===== config.mk =====
export PLATFORM = sky130hd
export DESIGN_NAME = mbf_ieee_float_converter_unit
export DESIGN_NICKNAME = d
export VERILOG_FILES = /design/src/hdl/mbfc_pkg.sv /design/src/hdl/mbf_ieee_float_converter_unit.sv
export SDC_FILE = /design/constraint.sdc
export NUM_CORES = 1
export LEC_CHECK = 0
export BUFFER_PORTS_ARGS = -buffer_cell sky130_fd_sc_hd__buf_2
export CORE_MARGIN = 3
export CORE_UTILIZATION = 35
export CTS_BUF_LIST = sky130_fd_sc_hd__clkbuf_8
export CTS_CLUSTER_DIAMETER = 100
export DETAILED_ROUTE_END_ITERATION = 10
export PLACE_DENSITY = 0.61
export SYNTH_ARGS = -nofsm -noshare
export SYNTH_HDL_FRONTEND = slang
export SYNTH_SLANG_ARGS = --single-unit

===== constraint.sdc =====
create_clock -name clk -period 5.4 [get_ports clk]
set_input_delay 1.08 -clock clk [delete_from_list [all_inputs] [get_ports clk]]
set_output_delay 1.08 -clock clk [all_outputs]
set_load 0.02 [all_outputs]

===== src/hdl/mbfc_pkg.sv =====
// Package for the MBF / IEEE 754 converter.
// Holds the operation codes and the bias and pattern constants; depends on nothing.
package mbfc_pkg;

  // Operation codes carried on the kind port.
  typedef enum logic [1:0] {
    KIND_ENC_SINGLE = 2'd0,
    KIND_ENC_DOUBLE = 2'd1,
    KIND_DEC_SINGLE = 2'd2,
    KIND_DEC_DOUBLE = 2'd3
  } kind_t;

  // Exponent re-bias amounts and range limits between IEEE and MBF layouts.
  localparam logic [7:0]  SGL_BIAS_DELTA = 8'd2;
  localparam logic [10:0] DBL_BIAS_DELTA = 11'd894;
  localparam logic [10:0] DBL_EXP_UFLOW  = 11'd894;
  localparam logic [10:0] DBL_EXP_OFLOW  = 11'd1149;
  localparam logic [7:0]  SGL_EXP_OFLOW  = 8'd253;

  // Fixed result patterns.
  localparam logic [63:0] SGL_MBF_NAN    = 64'h0000_0000_FF00_0000;
  localparam logic [63:0] SGL_MBF_MAX    = 64'h0000_0000_FF7F_FFFF;
  localparam logic [63:0] DBL_MBF_NAN    = 64'hFF00_0000_0000_0000;
  localparam logic [63:0] DBL_MBF_MAX    = 64'hFF7F_FFFF_FFFF_FFFF;
  localparam logic [63:0] SGL_IEEE_QNAN  = 64'h0000_0000_7FC0_0000;
  localparam logic [63:0] SGL_IEEE_INF   = 64'h0000_0000_7F80_0000;
  localparam logic [63:0] DBL_IEEE_QNAN  = 64'h7FF8_0000_0000_0000;
  localparam logic [63:0] DBL_IEEE_INF   = 64'h7FF0_0000_0000_0000;

endpackage


===== src/hdl/mbf_ieee_float_converter_unit.sv =====
// Converter between IEEE 754 patterns and the MBF layout, one word per transaction.
// A word taken into the input register is converted and caught in the result register, which raises done.
// Throughput: one transaction every cycle; busy stays low, as the work is one registered pass.
// Reset: synchronous rst clears the valid flags of the input and result registers.
// Depends on mbfc_pkg.
module mbf_ieee_float_converter_unit (
  input  logic        clk,
  input  logic        rst,
  input  logic        start,
  output logic        busy,
  input  logic [1:0]  kind,
  input  logic [63:0] operand_bits,
  output logic        done,
  output logic [63:0] converted_bits
);

  // Input register.
  logic               in_valid;
  mbfc_pkg::kind_t    kind_q;
  logic [63:0]        operand_q;
  logic [63:0]        converted_next;

  // Field views of the registered operand.
  logic        ss_sign, sd_sign, ms_sign, md_sign;
  logic [7:0]  ss_exp, ms_exp, md_exp;
  logic [10:0] sd_exp;
  logic [22:0] ss_man, ms_man;
  logic [51:0] sd_man;
  logic [54:0] md_man;
  logic [10:0] sd_exp_reb;
  logic [7:0]  ms_exp_reb;
  logic [10:0] md_exp_reb;

  assign busy = 1'b0;

  always_ff @(posedge clk) begin
    if (rst) begin
      in_valid <= 1'b0;
    end else begin
      in_valid <= start;
    end
    kind_q    <= mbfc_pkg::kind_t'(kind);
    operand_q <= operand_bits;
  end

  // IEEE fields for encoding.
  assign ss_sign    = operand_q[31];
  assign ss_exp     = operand_q[30:23];
  assign ss_man     = operand_q[22:0];
  assign sd_sign    = operand_q[63];
  assign sd_exp     = operand_q[62:52];
  assign sd_man     = operand_q[51:0];
  assign sd_exp_reb = sd_exp - mbfc_pkg::DBL_BIAS_DELTA;

  // MBF fields for decoding.
  assign ms_sign    = operand_q[23];
  assign ms_exp     = operand_q[31:24];
  assign ms_man     = operand_q[22:0];
  assign md_sign    = operand_q[55];
  assign md_exp     = operand_q[63:56];
  assign md_man     = operand_q[54:0];
  assign ms_exp_reb = ms_exp - mbfc_pkg::SGL_BIAS_DELTA;
  assign md_exp_reb = {3'b000, md_exp} + mbfc_pkg::DBL_BIAS_DELTA;

  // Conversion of the registered word, one arm per operation.
  always_comb begin
    converted_next = '0;
    case (kind_q)
      mbfc_pkg::KIND_ENC_SINGLE: begin
        if (ss_exp == 8'hFF && ss_man != '0) begin
          converted_next = mbfc_pkg::SGL_MBF_NAN;
        end else if (ss_exp >= mbfc_pkg::SGL_EXP_OFLOW) begin
          converted_next = mbfc_pkg::SGL_MBF_MAX;
          converted_next[23] = ss_sign;
        end else if (ss_exp == '0 && ss_man == '0) begin
          converted_next[23] = ss_sign;
        end else begin
          converted_next[31:0] = {ss_exp + mbfc_pkg::SGL_BIAS_DELTA, ss_sign, ss_man};
        end
      end
      mbfc_pkg::KIND_ENC_DOUBLE: begin
        if (sd_exp == 11'h7FF && sd_man != '0) begin
          converted_next = mbfc_pkg::DBL_MBF_NAN;
        end else if (sd_exp <= mbfc_pkg::DBL_EXP_UFLOW) begin
          converted_next[55] = sd_sign;
        end else if (sd_exp >= mbfc_pkg::DBL_EXP_OFLOW) begin
          converted_next = mbfc_pkg::DBL_MBF_MAX;
          converted_next[55] = sd_sign;
        end else begin
          converted_next = {sd_exp_reb[7:0], sd_sign, sd_man, 3'b000};
        end
      end
      mbfc_pkg::KIND_DEC_SINGLE: begin
        if (ms_exp == 8'hFF) begin
          if (ms_man == '0) begin
            converted_next = mbfc_pkg::SGL_IEEE_QNAN;
          end else begin
            converted_next = mbfc_pkg::SGL_IEEE_INF;
            converted_next[31] = ms_sign;
          end
        end else if (ms_exp <= mbfc_pkg::SGL_BIAS_DELTA) begin
          converted_next[31] = ms_sign;
        end else begin
          converted_next[31:0] = {ms_sign, ms_exp_reb, ms_man};
        end
      end
      default: begin
        if (md_exp == 8'hFF) begin
          if (md_man == '0) begin
            converted_next = mbfc_pkg::DBL_IEEE_QNAN;
          end else begin
            converted_next = mbfc_pkg::DBL_IEEE_INF;
            converted_next[63] = md_sign;
          end
        end else if (md_exp == '0) begin
          converted_next[63] = md_sign;
        end else begin
          converted_next = {md_sign, md_exp_reb, md_man[54:3]};
        end
      end
    endcase
  end

  // Result register with its strobe.
  always_ff @(posedge clk) begin
    if (rst) begin
      done <= 1'b0;
    end else begin
      done <= in_valid;
    end
    converted_bits <= converted_next;
  end

  // Each result strobe traces back to one start that passed through the input and result registers.
  a_done_has_start: assert property (@(posedge clk) disable iff (rst)
    done |-> $past(start, 2))
    else $error("done without a start two cycles earlier");

  a_start_gives_done: assert property (@(posedge clk) disable iff (rst)
    start ##1 !rst |=> done)
    else $error("start did not produce a result strobe");

  // Single-precision results keep the upper half clear.
  a_single_upper_zero: assert property (@(posedge clk) disable iff (rst)
    done && ($past(kind, 2) == mbfc_pkg::KIND_ENC_SINGLE ||
             $past(kind, 2) == mbfc_pkg::KIND_DEC_SINGLE)
      |-> converted_bits[63:32] == '0)
    else $error("single-precision result has upper bits set");

endmodule


==> run summary <==
Row count = 43
EDFF count, synth = 0
Crit-path max FO = 34
Initial antenna violation count = 0
Ports = 135
PostCTS Resize Cnt = 0
Final worst path period need = 2.70 ns
Routed WL = 14700 µm
Initial core utilization = 36.0%
WP data arrival = 3.06 ns
CP bufs+invs = 1
Reg-to-reg slack, setup = 2.70 ns
Multi-input logic area = 2180 µm²
ANT nets after route = 0
Hold path startpoint = in_valid
Pre-Repair DR Iteration Count = 5
Synth-to-Final Area Change = 23.5%
Largest net degree at the start of global routing = 35
Most frequent cells in the layout = buf_2, dfxtp_1, nor2_1
Vias in the first global route = 4592
Synth Flop Type = dfxtp_1
Ant diodes = 0
CTS tree = yes
Core area = 14000 µm²
Count of final max-slew check failures = 0
Max cap viols = 0
Clock Latency Late Sink = 0.45 ns
DIE AREA = 15900 µm²
Vias = 4587
Share of cells above drive strength 1 = 26.4%
Reg2reg start = operand_q[57]
# fillers = 1408
CTS sink count = 132
Start point of the critical path = operand_q[57]
Final setup vio count = 0
Sum of negative setup slack = 0 ns
PortBufs = 133
FMAX = 370 MHz
Avg Inst Size Synth = 9.21 µm²
Syn. warnings = 0
Lkg Pwr = 2.63 nW
Root Driver = clkbuf_8
Clock slew at reported path FFs = 0.08 ns
Register area share after synthesis = 52.5%
Status = complete, no violations
WS Path Type = flip-flop to flip-flop
Commonest non-fill, non-tap cell in the layout = buf_2
Hold Crit Class = flip-flop to flip-flop
Unrepaired setup endpoints after global routing = false
Clk_skew = 0.0138 ns
Residual DRC = 0
Routed vias/inst = 5.35
Async SR Flop Fraction = 0%
DIE WIDTH = 126 µm
CP startpoint kind = flip-flop
Synth Instances = 547
Nets = 743
Actual slew at the worst max-slew pin = 0.859 ns
Drt wl/cell = 17.2 µm
First-pass GRT wire length = 23600 µm
Distinct cells, synth = 53
HPWL Detailed = 10400 µm
Crit path cell chain = ha_1 > nand4_1 > a311oi_1 > a311o_1 > o211ai_4 > buf_4 > o211ai_1
Crit path max-delay family = compound AO/OA/AOI/OAI gates
PwrDens = 361 nW/µm²
Max H-tree Level = 4
Worst VDD drop = 0.138 mV
Fin crit share = 50.0%
Power Total = 2.25 mW
Overflow after GRT = 0
WP data required = 5.76 ns
CTS Hold Bufs = 0
Clock Path Buffers = 2
DRT iter0 DRCs = 579
Slowest CP cell = dfxtp_1
Total Routing Usage GR = 18.5%
CTS Buf Count = 17
Mapped Area = 5040 µm²
Seq cells post-synth = 132
Rel. slew slack = 42.8%
CP peak stage delay = 0.59 ns
Setup bufs post-CTS = 0
Chip Height = 126 µm
Placer Congestion = 0.932
Crit path capture type = flip-flop
Post-Syn Nets = 626
Reg area = 2640 µm²
Hold Fails Final Rpt = 0
sequential cells by signal (all words and copies together) (netlist names):
name and cells:
in_valid 1, kind_q 2, operand_q 64, converted_bits 64, done 1
routing by layer:
| layer | vias up | wire length [µm] | part of all wire [%] | global-route usage (%) |
|---|---|---|---|---|
| li1 | 2196 | - | - | - |
| met1 | 2117 | 6320 | 43 | 24.6 |
| met2 | 243 | 6880 | 47 | 28.2 |
| met3 | 31 | 1240 | 8.4 | 5.51 |
| met4 | 0 | 278 | 1.9 | 7.13 |
| met5 | - | 0 | 0 | 0 |
cell usage after synthesis (all sizes together), types with 4 or more instances:
master / instances / area share (%)
a211oi: 4 / 0.60
a21oi: 13 / 1.3
a221oi: 5 / 0.87
a22oi: 24 / 3.6
and3: 4 / 0.50
buf: 17 / 1.9
clkbuf: 23 / 1.7
dfxtp: 132 / 52
ha: 10 / 2.5
inv: 13 / 0.97
nand2: 38 / 2.8
nand2b: 4 / 0.50
nand3: 10 / 0.99
nand4: 7 / 0.87
nor2: 72 / 5.4
nor2b: 4 / 0.50
nor3: 12 / 1.7
nor4: 12 / 1.6
o211ai: 28 / 4.3
o21ai: 57 / 5.7
o221ai: 5 / 0.87
o22ai: 4 / 0.50
o31ai: 5 / 0.75
or3: 6 / 0.75
xnor2: 7 / 1.2
xor2: 5 / 0.87
final timing paths:
kind / cells after the start / endpoint
hold reg to reg: 1 / done
setup / recovery: 7 / converted_bits[10]
setup reg to reg: 7 / converted_bits[10]
hold / removal: 1 / done
worst reg2reg max path, cell delays in order, from the launching register on:
cell      delay (ns)
dfxtp_1         0.59
ha_1            0.25
nand4_1         0.14
a311oi_1        0.31
a311o_1         0.45
o211ai_4        0.32
buf_4           0.34
o211ai_1        0.22
metrics by stage:
stage	setup WS, ns	utilization [%]	instance area [µm²]	cells	hold WS, ns
CTS	2.77	44.5	6220	857	0.454
finish	2.70	44.5	6220	857	0.449
global route	2.48	44.5	6220	857	0.462
floorplan	3.21	-	5040	547	0.414
detailed placement	2.78	41.5	5800	825	0.437
global placement	2.82	41.5	5800	825	0.418
where the power goes:
group | total (mW) | internal [mW] | switching, mW
combinational | 0.270 | 0.104 | 0.165
clock | 0.865 | 0.479 | 0.386
sequential | 1.11 | 1.05 | 0.0641
total | 2.25 | 1.63 | 0.616
kinds of logic (layout without fill, tap and decap cells):
family                     after synthesis  in the layout  share of synthesized area (%)
other                                    1              1                         0.0744
and+or+nand+nor                        180            180                           17.4
xor gates and xnor gates                12             12                           2.09
muxes                                    2              2                          0.422
buffers and inverters                   53            183                           4.62
DFF                                    132            132                           52.5
AOI/OAI and AO/OA                      157            157                           20.4
adders and majority gates               10             10                           2.48
area by class of cell:
class	instances	area share, %
Tap cell	180	3.62
Multi-Input combinational cell	362	35.1
Clock buffer	19	4.20
Sequential cell	132	42.5
Clock inverter	13	2.55
Inverter	13	0.784
Timing Repair Buffer	138	11.3
Power figures use the tool's default switching activity.
